**src/rtl/msi_pkg.sv**
```systemverilog
// Package for the multidimensional index stepper.
// Holds the step mode and register index codes and the fixed geometry.
// No dependencies.
package msi_pkg;

  // Fixed geometry of the index: four coordinates of sixteen bits.
  localparam int unsigned NUM_DIMS = 4;
  localparam int unsigned COORD_W  = 16;
  localparam int unsigned CFG_W    = 64;

  typedef logic [COORD_W-1:0] coord_t;

  // Step modes as written to the step_mode register.
  typedef enum logic [2:0] {
    STEP_INCR     = 3'd0,
    STEP_DECR     = 3'd1,
    STEP_INCR_REV = 3'd2,
    STEP_DECR_REV = 3'd3,
    STEP_MASKED   = 3'd4,
    STEP_BOUNDED  = 3'd5
  } step_mode_e;

  // Configuration register indexes.
  typedef enum logic [2:0] {
    CFG_DIM_COUNT    = 3'd0,
    CFG_STEP_MODE    = 3'd1,
    CFG_DIM_SIZES    = 3'd2,
    CFG_MASK_BITS    = 3'd3,
    CFG_LOWER_BOUNDS = 3'd4,
    CFG_UPPER_BOUNDS = 3'd5
  } cfg_idx_e;

  // Control shared by every cell of the row.
  typedef struct packed {
    logic       en;        // a request is accepted this cycle
    logic       load;      // the request is a load
    step_mode_e mode;      // active step mode
    logic       all_zero;  // all active coordinates are zero
  } cell_ctrl_t;

endpackage

```
**src/rtl/msi_cell.sv**
```systemverilog
// One coordinate cell of the index stepper row.
// Holds one coordinate and passes forward and reverse carries to its neighbors.
// Depends on msi_pkg.
module msi_cell import msi_pkg::*; (
  input  logic       clk_i,
  input  logic       rst_ni,
  input  cell_ctrl_t ctrl_i,
  input  logic       active_i,
  input  logic       mask_i,
  input  coord_t     size_i,
  input  coord_t     lo_i,
  input  coord_t     hi_i,
  input  coord_t     load_val_i,
  input  logic       fwd_cin_i,
  input  logic       rev_cin_i,
  output logic       fwd_cout_o,
  output logic       rev_cout_o,
  output logic       nz_o,
  output coord_t     coord_o
);

  coord_t           coord_q, coord_d;
  logic [COORD_W:0] inc;
  coord_t           size_m1;
  logic             carry;
  logic             pass;
  logic             rev;

  assign inc     = {1'b0, coord_q} + {{COORD_W{1'b0}}, 1'b1};
  // A size of zero counts as one, so its last position is zero.
  assign size_m1 = (size_i == '0) ? '0 : size_i - coord_t'(1);
  assign rev     = (ctrl_i.mode == STEP_INCR_REV) || (ctrl_i.mode == STEP_DECR_REV);
  assign carry   = rev ? rev_cin_i : fwd_cin_i;

  // Pass condition: a carry that reaches this cell moves on to the next one.
  always_comb begin
    pass = 1'b0;
    if (!active_i) begin
      pass = 1'b1;
    end else begin
      unique case (ctrl_i.mode)
        STEP_INCR, STEP_INCR_REV: pass = (inc >= {1'b0, size_m1} + 1'b1);
        STEP_MASKED:  pass = mask_i || (inc >= {1'b0, size_m1} + 1'b1);
        STEP_BOUNDED: pass = (lo_i == hi_i) || (inc > {1'b0, hi_i});
        STEP_DECR, STEP_DECR_REV: pass = (coord_q == '0);
        default: pass = 1'b0;
      endcase
    end
  end

  assign fwd_cout_o = fwd_cin_i & pass;
  assign rev_cout_o = rev_cin_i & pass;
  assign nz_o       = active_i && (coord_q != '0);
  assign coord_o    = coord_q;

  // Next coordinate for a load or a step.
  always_comb begin
    coord_d = coord_q;
    if (ctrl_i.load) begin
      coord_d = load_val_i;
    end else if (active_i) begin
      unique case (ctrl_i.mode)
        STEP_INCR, STEP_INCR_REV: begin
          if (carry) coord_d = pass ? '0 : inc[COORD_W-1:0];
        end
        STEP_MASKED: begin
          if (carry && !mask_i) coord_d = pass ? '0 : inc[COORD_W-1:0];
        end
        STEP_BOUNDED: begin
          if (carry && (lo_i != hi_i)) coord_d = pass ? lo_i : inc[COORD_W-1:0];
        end
        STEP_DECR, STEP_DECR_REV: begin
          if (ctrl_i.all_zero) begin
            coord_d = size_m1;
          end else if (carry) begin
            coord_d = pass ? size_m1 : coord_q - coord_t'(1);
          end
        end
        default: coord_d = coord_q;
      endcase
    end
  end

  always_ff @(posedge clk_i or negedge rst_ni) begin
    if (!rst_ni) begin
      coord_q <= '0;
    end else if (ctrl_i.en) begin
      coord_q <= coord_d;
    end
  end

endmodule

```
**src/rtl/multidim_index_stepper_top.sv**
```systemverilog
// Top level of the multidimensional index stepper.
// Holds the configuration registers and the row of msi_cell instances.
// Depends on msi_pkg and msi_cell.
//
// Usage:
//   The input channel (in_valid_i / in_stall_o) carries one request per item:
//   action_i = 1 loads the index from load_coord0_i..load_coord3_i, action_i = 0
//   steps it in the mode held in the step_mode register.
//   The output channel (out_valid_o / out_stall_i) returns one result per
//   request: the index after the request on coord0_o..coord3_o and the more_o
//   flag, which drops to 0 when a step wraps the whole sequence.
//   The result is registered and shown in the cycle after acceptance.
//   One request is taken per cycle while the output is not stalled; the carry
//   runs through the four cells in the same cycle, which sets the clock period.
//   A new request is taken in the same cycle in which the pending result is
//   taken. While the receiver stalls a pending result, in_stall_o is high and
//   the index holds.
//   Configuration is written through cfg_we_i, cfg_idx_i and cfg_data_i while
//   no request is in flight.
//   Reset clears the index to all zeros, empties the output and loads the
//   register defaults: one dimension, incrementing, all sizes one.
module multidim_index_stepper_top import msi_pkg::*; (
  input  logic             clk_i,
  input  logic             rst_ni,
  input  logic             cfg_we_i,
  input  logic [2:0]       cfg_idx_i,
  input  logic [CFG_W-1:0] cfg_data_i,
  input  logic             in_valid_i,
  output logic             in_stall_o,
  input  logic             action_i,
  input  coord_t           load_coord0_i,
  input  coord_t           load_coord1_i,
  input  coord_t           load_coord2_i,
  input  coord_t           load_coord3_i,
  output logic             out_valid_o,
  input  logic             out_stall_i,
  output coord_t           coord0_o,
  output coord_t           coord1_o,
  output coord_t           coord2_o,
  output coord_t           coord3_o,
  output logic             more_o
);

  logic [2:0]             dim_count_q;
  step_mode_e             step_mode_q;
  logic [CFG_W-1:0]       dim_sizes_q;
  logic [NUM_DIMS-1:0]    mask_bits_q;
  logic [CFG_W-1:0]       lower_bounds_q;
  logic [CFG_W-1:0]       upper_bounds_q;

  logic                   out_valid_q;
  logic                   more_q, more_d;
  logic                   accept;
  cell_ctrl_t             ctrl;

  logic [NUM_DIMS:0]      fwd_c;
  logic [NUM_DIMS:0]      rev_c;
  logic [NUM_DIMS-1:0]    nz;
  coord_t                 load_val [NUM_DIMS];
  coord_t                 coord    [NUM_DIMS];

  // Configuration registers.
  always_ff @(posedge clk_i or negedge rst_ni) begin
    if (!rst_ni) begin
      dim_count_q    <= 3'd1;
      step_mode_q    <= STEP_INCR;
      dim_sizes_q    <= 64'h0001_0001_0001_0001;
      mask_bits_q    <= '0;
      lower_bounds_q <= '0;
      upper_bounds_q <= '0;
    end else if (cfg_we_i) begin
      unique case (cfg_idx_i)
        CFG_DIM_COUNT:    dim_count_q    <= cfg_data_i[2:0];
        CFG_STEP_MODE:    step_mode_q    <= step_mode_e'(cfg_data_i[2:0]);
        CFG_DIM_SIZES:    dim_sizes_q    <= cfg_data_i;
        CFG_MASK_BITS:    mask_bits_q    <= cfg_data_i[NUM_DIMS-1:0];
        CFG_LOWER_BOUNDS: lower_bounds_q <= cfg_data_i;
        CFG_UPPER_BOUNDS: upper_bounds_q <= cfg_data_i;
        default: ;
      endcase
    end
  end

  // Handshake: take a request whenever the output is free or being taken.
  assign in_stall_o = out_valid_q & out_stall_i;
  assign accept     = in_valid_i & ~in_stall_o;

  assign ctrl.en       = accept;
  assign ctrl.load     = action_i;
  assign ctrl.mode     = step_mode_q;
  assign ctrl.all_zero = (nz == '0);

  assign load_val[0] = load_coord0_i;
  assign load_val[1] = load_coord1_i;
  assign load_val[2] = load_coord2_i;
  assign load_val[3] = load_coord3_i;

  // Carry chains: forward enters at dimension 0, reverse at the top cell.
  // Inactive cells pass both carries through.
  assign fwd_c[0]        = 1'b1;
  assign rev_c[NUM_DIMS] = 1'b1;

  for (genvar d = 0; d < NUM_DIMS; d++) begin : g_cell
    logic active;
    assign active = (d == 0) || (dim_count_q > 3'(d));

    msi_cell u_cell (
      .clk_i      (clk_i),
      .rst_ni     (rst_ni),
      .ctrl_i     (ctrl),
      .active_i   (active),
      .mask_i     (mask_bits_q[d]),
      .size_i     (dim_sizes_q[d*COORD_W +: COORD_W]),
      .lo_i       (lower_bounds_q[d*COORD_W +: COORD_W]),
      .hi_i       (upper_bounds_q[d*COORD_W +: COORD_W]),
      .load_val_i (load_val[d]),
      .fwd_cin_i  (fwd_c[d]),
      .rev_cin_i  (rev_c[d+1]),
      .fwd_cout_o (fwd_c[d+1]),
      .rev_cout_o (rev_c[d]),
      .nz_o       (nz[d]),
      .coord_o    (coord[d])
    );
  end

  // More flag drops when a step wraps: carry out, or decrement from all zero.
  always_comb begin
    more_d = 1'b1;
    if (!action_i) begin
      unique case (step_mode_q)
        STEP_INCR, STEP_MASKED, STEP_BOUNDED: more_d = ~fwd_c[NUM_DIMS];
        STEP_INCR_REV:                        more_d = ~rev_c[0];
        STEP_DECR, STEP_DECR_REV:             more_d = ~ctrl.all_zero;
        default:                              more_d = 1'b1;
      endcase
    end
  end

  // Output status register; the coordinates come straight from the cells.
  always_ff @(posedge clk_i or negedge rst_ni) begin
    if (!rst_ni) begin
      out_valid_q <= 1'b0;
      more_q      <= 1'b1;
    end else begin
      if (accept) begin
        out_valid_q <= 1'b1;
        more_q      <= more_d;
      end else if (!out_stall_i) begin
        out_valid_q <= 1'b0;
      end
    end
  end

  assign out_valid_o = out_valid_q;
  assign more_o      = more_q;
  assign coord0_o    = coord[0];
  assign coord1_o    = coord[1];
  assign coord2_o    = coord[2];
  assign coord3_o    = coord[3];

endmodule

```
**config.mk**
```make
export PLATFORM = sky130hd
export DESIGN_NAME = multidim_index_stepper_top
export DESIGN_NICKNAME = d
export VERILOG_FILES = /design/src/rtl/msi_pkg.sv /design/src/rtl/msi_cell.sv /design/src/rtl/multidim_index_stepper_top.sv
export SDC_FILE = /design/constraint.sdc
export NUM_CORES = 1
export LEC_CHECK = 0
export ABC_AREA = 1
export BUFFER_PORTS_ARGS = -buffer_cell sky130_fd_sc_hd__buf_2
export CORE_AREA = 3 3 210 212
export CTS_CLUSTER_DIAMETER = 150
export DETAILED_ROUTE_END_ITERATION = 12
export DIE_AREA = 0 0 213 215
export PLACE_DENSITY = 0.74
export SETUP_SLACK_MARGIN = 0.05
export SLEW_MARGIN = 5
export SYNTH_ARGS = -nofsm -noshare
export SYNTH_HDL_FRONTEND = slang
export SYNTH_SLANG_ARGS = --single-unit
```
**constraint.sdc**
```tcl
create_clock -name clk_i -period 5.6 [get_ports clk_i]
set_input_delay 0.84 -clock clk_i [delete_from_list [all_inputs] [get_ports clk_i]]
set_output_delay 0.84 -clock clk_i [all_outputs]
set_load 0.02 [all_outputs]
```
==> metrics.md <==
| Metric | Value |
|---|---|
| Die H | `about 220 um` |
| Wire length per cell | `15.96 um` |
| ANT cells | `0` |
| Number of distinct library cells after synthesis | `57` |
| # rows | `between 70 and 80` |
| Crit path time final | `about 5.0 ns` |
| Crit start category | `flop` |
| Clk buf depth | `3` |
| Drt drc | `0` |
| Pre-CTS WS | `0.4836 ns` |
| Adder-Cell Fraction of Synth Area | `0.08202` |
| Post-Synth Simple-Gate Area | `0.3508` |
| Core footprint | `~42000 um2` |
| Seq/Total Area, Yosys | `0.2895` |
| Global placer's final weighted congestion | `0.9897` |
| Fin nets | `slightly below 4000` |
| Final period utilization | `0.8956` |
| Hold Vio Cnt, Final | `0` |
| Die W | `213 um` |
| Placed cells | `between 4000 and 5000` |
| Area grow syn2layout | `9.772%` |
| Final WL | `just under 70000 um` |
| Synth Cell Area | `between 20000 and 25000 um2` |
| Hold buffer count at cts | `0` |
| Worst Tran Pin Value | `1.096 ns` |
| Synth Register Bits | `around 270` |
| Worst Path Required | `around 6.1 ns` |
| Leading area contributor after synthesis | `dfrtp_1` |
| Worst r2r path cells | `32` |
| Fin worst setup slack | `0.5844 ns` |
| Synth cell count leaders | `970 x nand2_1, 470 x inv_1, 419 x nor2_1, 262 x dfrtp_1, 255 x o21ai_0` |
| Initial Util | `0.5503` |
| Synth top area cells | `dfrtp_1 28%, nand2_1 16%, ha_1 8.2%, inv_1 7.6%, nor2_1 6.8%` |
| Worst reg2reg path startpoint | `dim_sizes_q[16]` |
| CP endpoint kind | `flop` |
| IO Count | `204` |
| Via Count | `roughly 22000` |
| EDFF count, synth | `0` |
| Final Max Slew Viols | `0` |
| RSZ-0062 raised after global routing | `true` |
| P_leak | `13.36 nW` |
| Via-per-instance ratio | `5.305` |
| Final ANT Viol Nets | `0` |
| Count of final setup violators | `0` |
| Top_reg_cell synth | `dfrtp_1` |
| Setup_tns | `0 ns` |
| CP most frequent cell | `nand2_1` |
| Max incr delay on CP | `0.55 ns` |
| Worst-path clk slew | `0.06 ns` |
| Worst hold slack | `roughly 0.21 ns` |
| Gr usage total | `0.2952` |
| Clk Latency, worst-skew pair | `0.59 ns` |
| Max Fclk | `about 200 MHz` |
| Pwr dens | `roughly 450 nW/um2` |
| Setup Crit Path Kind | `flop to flop` |
| Overall power | `0.01140 W` |
| DRT iter0 DRCs | `roughly 1700` |
| DR pass1 iterations | `6` |
| Non-Filler Instances | `about 4200` |
| Largest net degree at the start of global routing | `86` |
| Total CTS buffers | `29` |
| Fill count | `between 4000 and 5000` |
| Mapped Cells | `about 3500` |
| Worst min path class | `input port to async pin` |
| TritonCTS clock tree | `yes` |
| Initial antenna violation count | `0` |
| R2r endpoint | `g_cell[2].u_cell.coord_o[0]` |
| Max cap viols | `0` |
| HPWL after DPL | `between 50000 and 60000 um` |
| H-tree depth | `1` |
| Max-Slew Margin vs Limit | `0.2665` |
| Total Die Area | `45800 um2` |
| CP startpoint | `dim_sizes_q[16]` |
| Sink Count | `roughly 270` |
| Worst path slowest cell | `dfstp_2` |
| Synth Area in XOR/XNOR | `0.08347` |
| Count leader, synth | `nand2_1` |
| FF-to-FF setup slack | `0.58 ns` |
| Number of global-route vias before repair | `about 21000` |
| Async SR Flop Fraction | `1.000` |
| Root Driver | `clkbuf_16` |
| Outcome | `finished clean` |
| Global-route wire length before repair | `around 110000 um` |
| Syn Area/Cell | `~6.6 um2` |
| Crit-path max FO | `17` |
| Fraction of layout cells with a size suffix above 1 | `0.1090` |
| Worst EP arrival | `~5.5 ns` |
| YS warnings | `0` |
| IO buf count | `between 200 and 250` |
| Worst-case clock skew | `about 0.015 ns` |
| Synth Net Count | `roughly 3800` |
| Total grt overflow | `0` |
| Largest family of logic cells by synthesized area | `simple AND/OR/NAND/NOR gates` |
| Synth Area in Compound Gates | `0.08892` |
| Top cell type's share of synthesized area | `0.2827` |
| VDD IR-drop max | `between 0.2 and 0.3 mV` |
| Post-synthesis mux area share | `0` |
-- power by group --
part / internal [W] / switching, W
logic: 0.00224 / 0.00399
clock network: 0.00112 / 0.000814
registers: 0.00242 / 0.000825
total: 0.00578 / 0.00562
-- cell families (layout without fill, tap and decap cells) --
| kind of cell | Yosys count | count (layout) |
|---|---|---|
| and+or+nand+nor | 1893 | 1893 |
| buffers and inverters | 618 | 764 |
| AOI/OAI and AO/OA | 381 | 381 |
| DFF | 268 | 268 |
| xor gates and xnor gates | 221 | 221 |
| adders and majority gates | 152 | 152 |
-- routing by layer --
layer | vias up | wire length (um) | track usage | share of wire
li1 | 11424 | - | - | -
met1 | 10107 | 30810 | 0.4193 | 0.46
met2 | 712 | 30130 | 0.4729 | 0.45
met3 | 133 | 4150 | 0.03310 | 0.062
met4 | 0 | 2212 | 0.09049 | 0.033
met5 | - | 0 | 0 | 0
-- state kept, by name, indices dropped and copies added (netlist names) --
name,flops
dim_count_q,3
dim_sizes_q,64
g_cell.u_cell.coord_o,64
lower_bounds_q,64
mask_bits_q,4
more_o,1
out_valid_o,1
step_mode_q,3
upper_bounds_q,64
-- worst max-delay path by stage --
| stage | endpoint | slack, ns | cells after the start |
|---|---|---|---|
| 6_report | g_cell[2].u_cell.coord_o[0] | 0.58 | 32 |
| 3_5_place_dp | g_cell[1].u_cell.coord_o[4] | 0.48 | 32 |
| 3_3_place_gp | g_cell[1].u_cell.coord_o[4] | 0.52 | 32 |
| 4_1_cts | g_cell[1].u_cell.coord_o[4] | 0.44 | 32 |
| 5_1_grt | g_cell[2].u_cell.coord_o[0] | 0.02 | 32 |
| 2_1_floorplan | g_cell[3].u_cell.coord_o[10] | 1.44 | 31 |
-- cell type report --
type	instances	area, um2	share of cell area
multi-input cells	2647	14090	0.5534
inverters	487	1831	0.07191
clock inverters	6	85.08	0.003343
repair buffers	227	1222	0.04802
flip-flops and latches	268	6714	0.2638
clock buffers	44	842.1	0.03308
well taps	539	674.4	0.02649
-- worst max-delay path, delay by kind of cell (launching register included) --
| kind | cells | cell delay [ns] |
|---|---|---|
| AOI/OAI and AO/OA | 3 | 0.28 |
| xor gates and xnor gates | 1 | 0.13 |
| adders and majority gates | 2 | 0.49 |
| buffers and inverters | 7 | 0.85 |
| DFF | 1 | 0.55 |
| and+or+nand+nor | 19 | 2.63 |
-- through the flow --
stage,cell area (um2),util
2_1_floorplan,23190,-
3_3_place_gp,24510,0.5816
3_5_place_dp,24510,0.5816
4_1_cts,25430,0.6036
5_1_grt,25450,0.6041
6_report,25450,0.6041
-- cells in the final DEF, fill, tap and decap left out, types with 3 or more instances in the layout --
cell,netlist,routed
a21o_1,3,3
buf_2,33,202
nor3_2,5,5
or2_2,52,52
nor2_4,5,7
nand2_2,12,13
clkbuf_8,0,6
ha_1,152,152
dfrtp_1,262,262
xor2_1,151,151
nand3_1,226,225
xnor2_1,70,70
a21oi_1,74,74
nand2_4,3,5
a21oi_4,3,3
dfstp_2,6,6
a21boi_0,3,3
o211ai_1,12,12
o21ai_0,255,255
clkbuf_16,0,29
o21ai_1,4,4
nand2_1,970,967
nand4_1,64,64
nor2_1,419,417
a211oi_1,4,4
nor4_1,13,12
o21a_1,5,5
a31oi_1,9,9
inv_2,15,15
inv_1,470,469
buf_4,11,22
and3_1,3,3
or3_1,5,5
clkbuf_1,74,9
nand3_2,4,4
nor2_2,10,10
nor3_1,80,80
nand3b_1,9,9
-- repair_timing --
item / 4_1_cts / 5_1_grt
resized for setup: 0 / 2
buffers inserted: 0 / 2
endpoints found under the setup margin: 0 / 64
No activity file was read; power rests on OpenSTA's default activity.
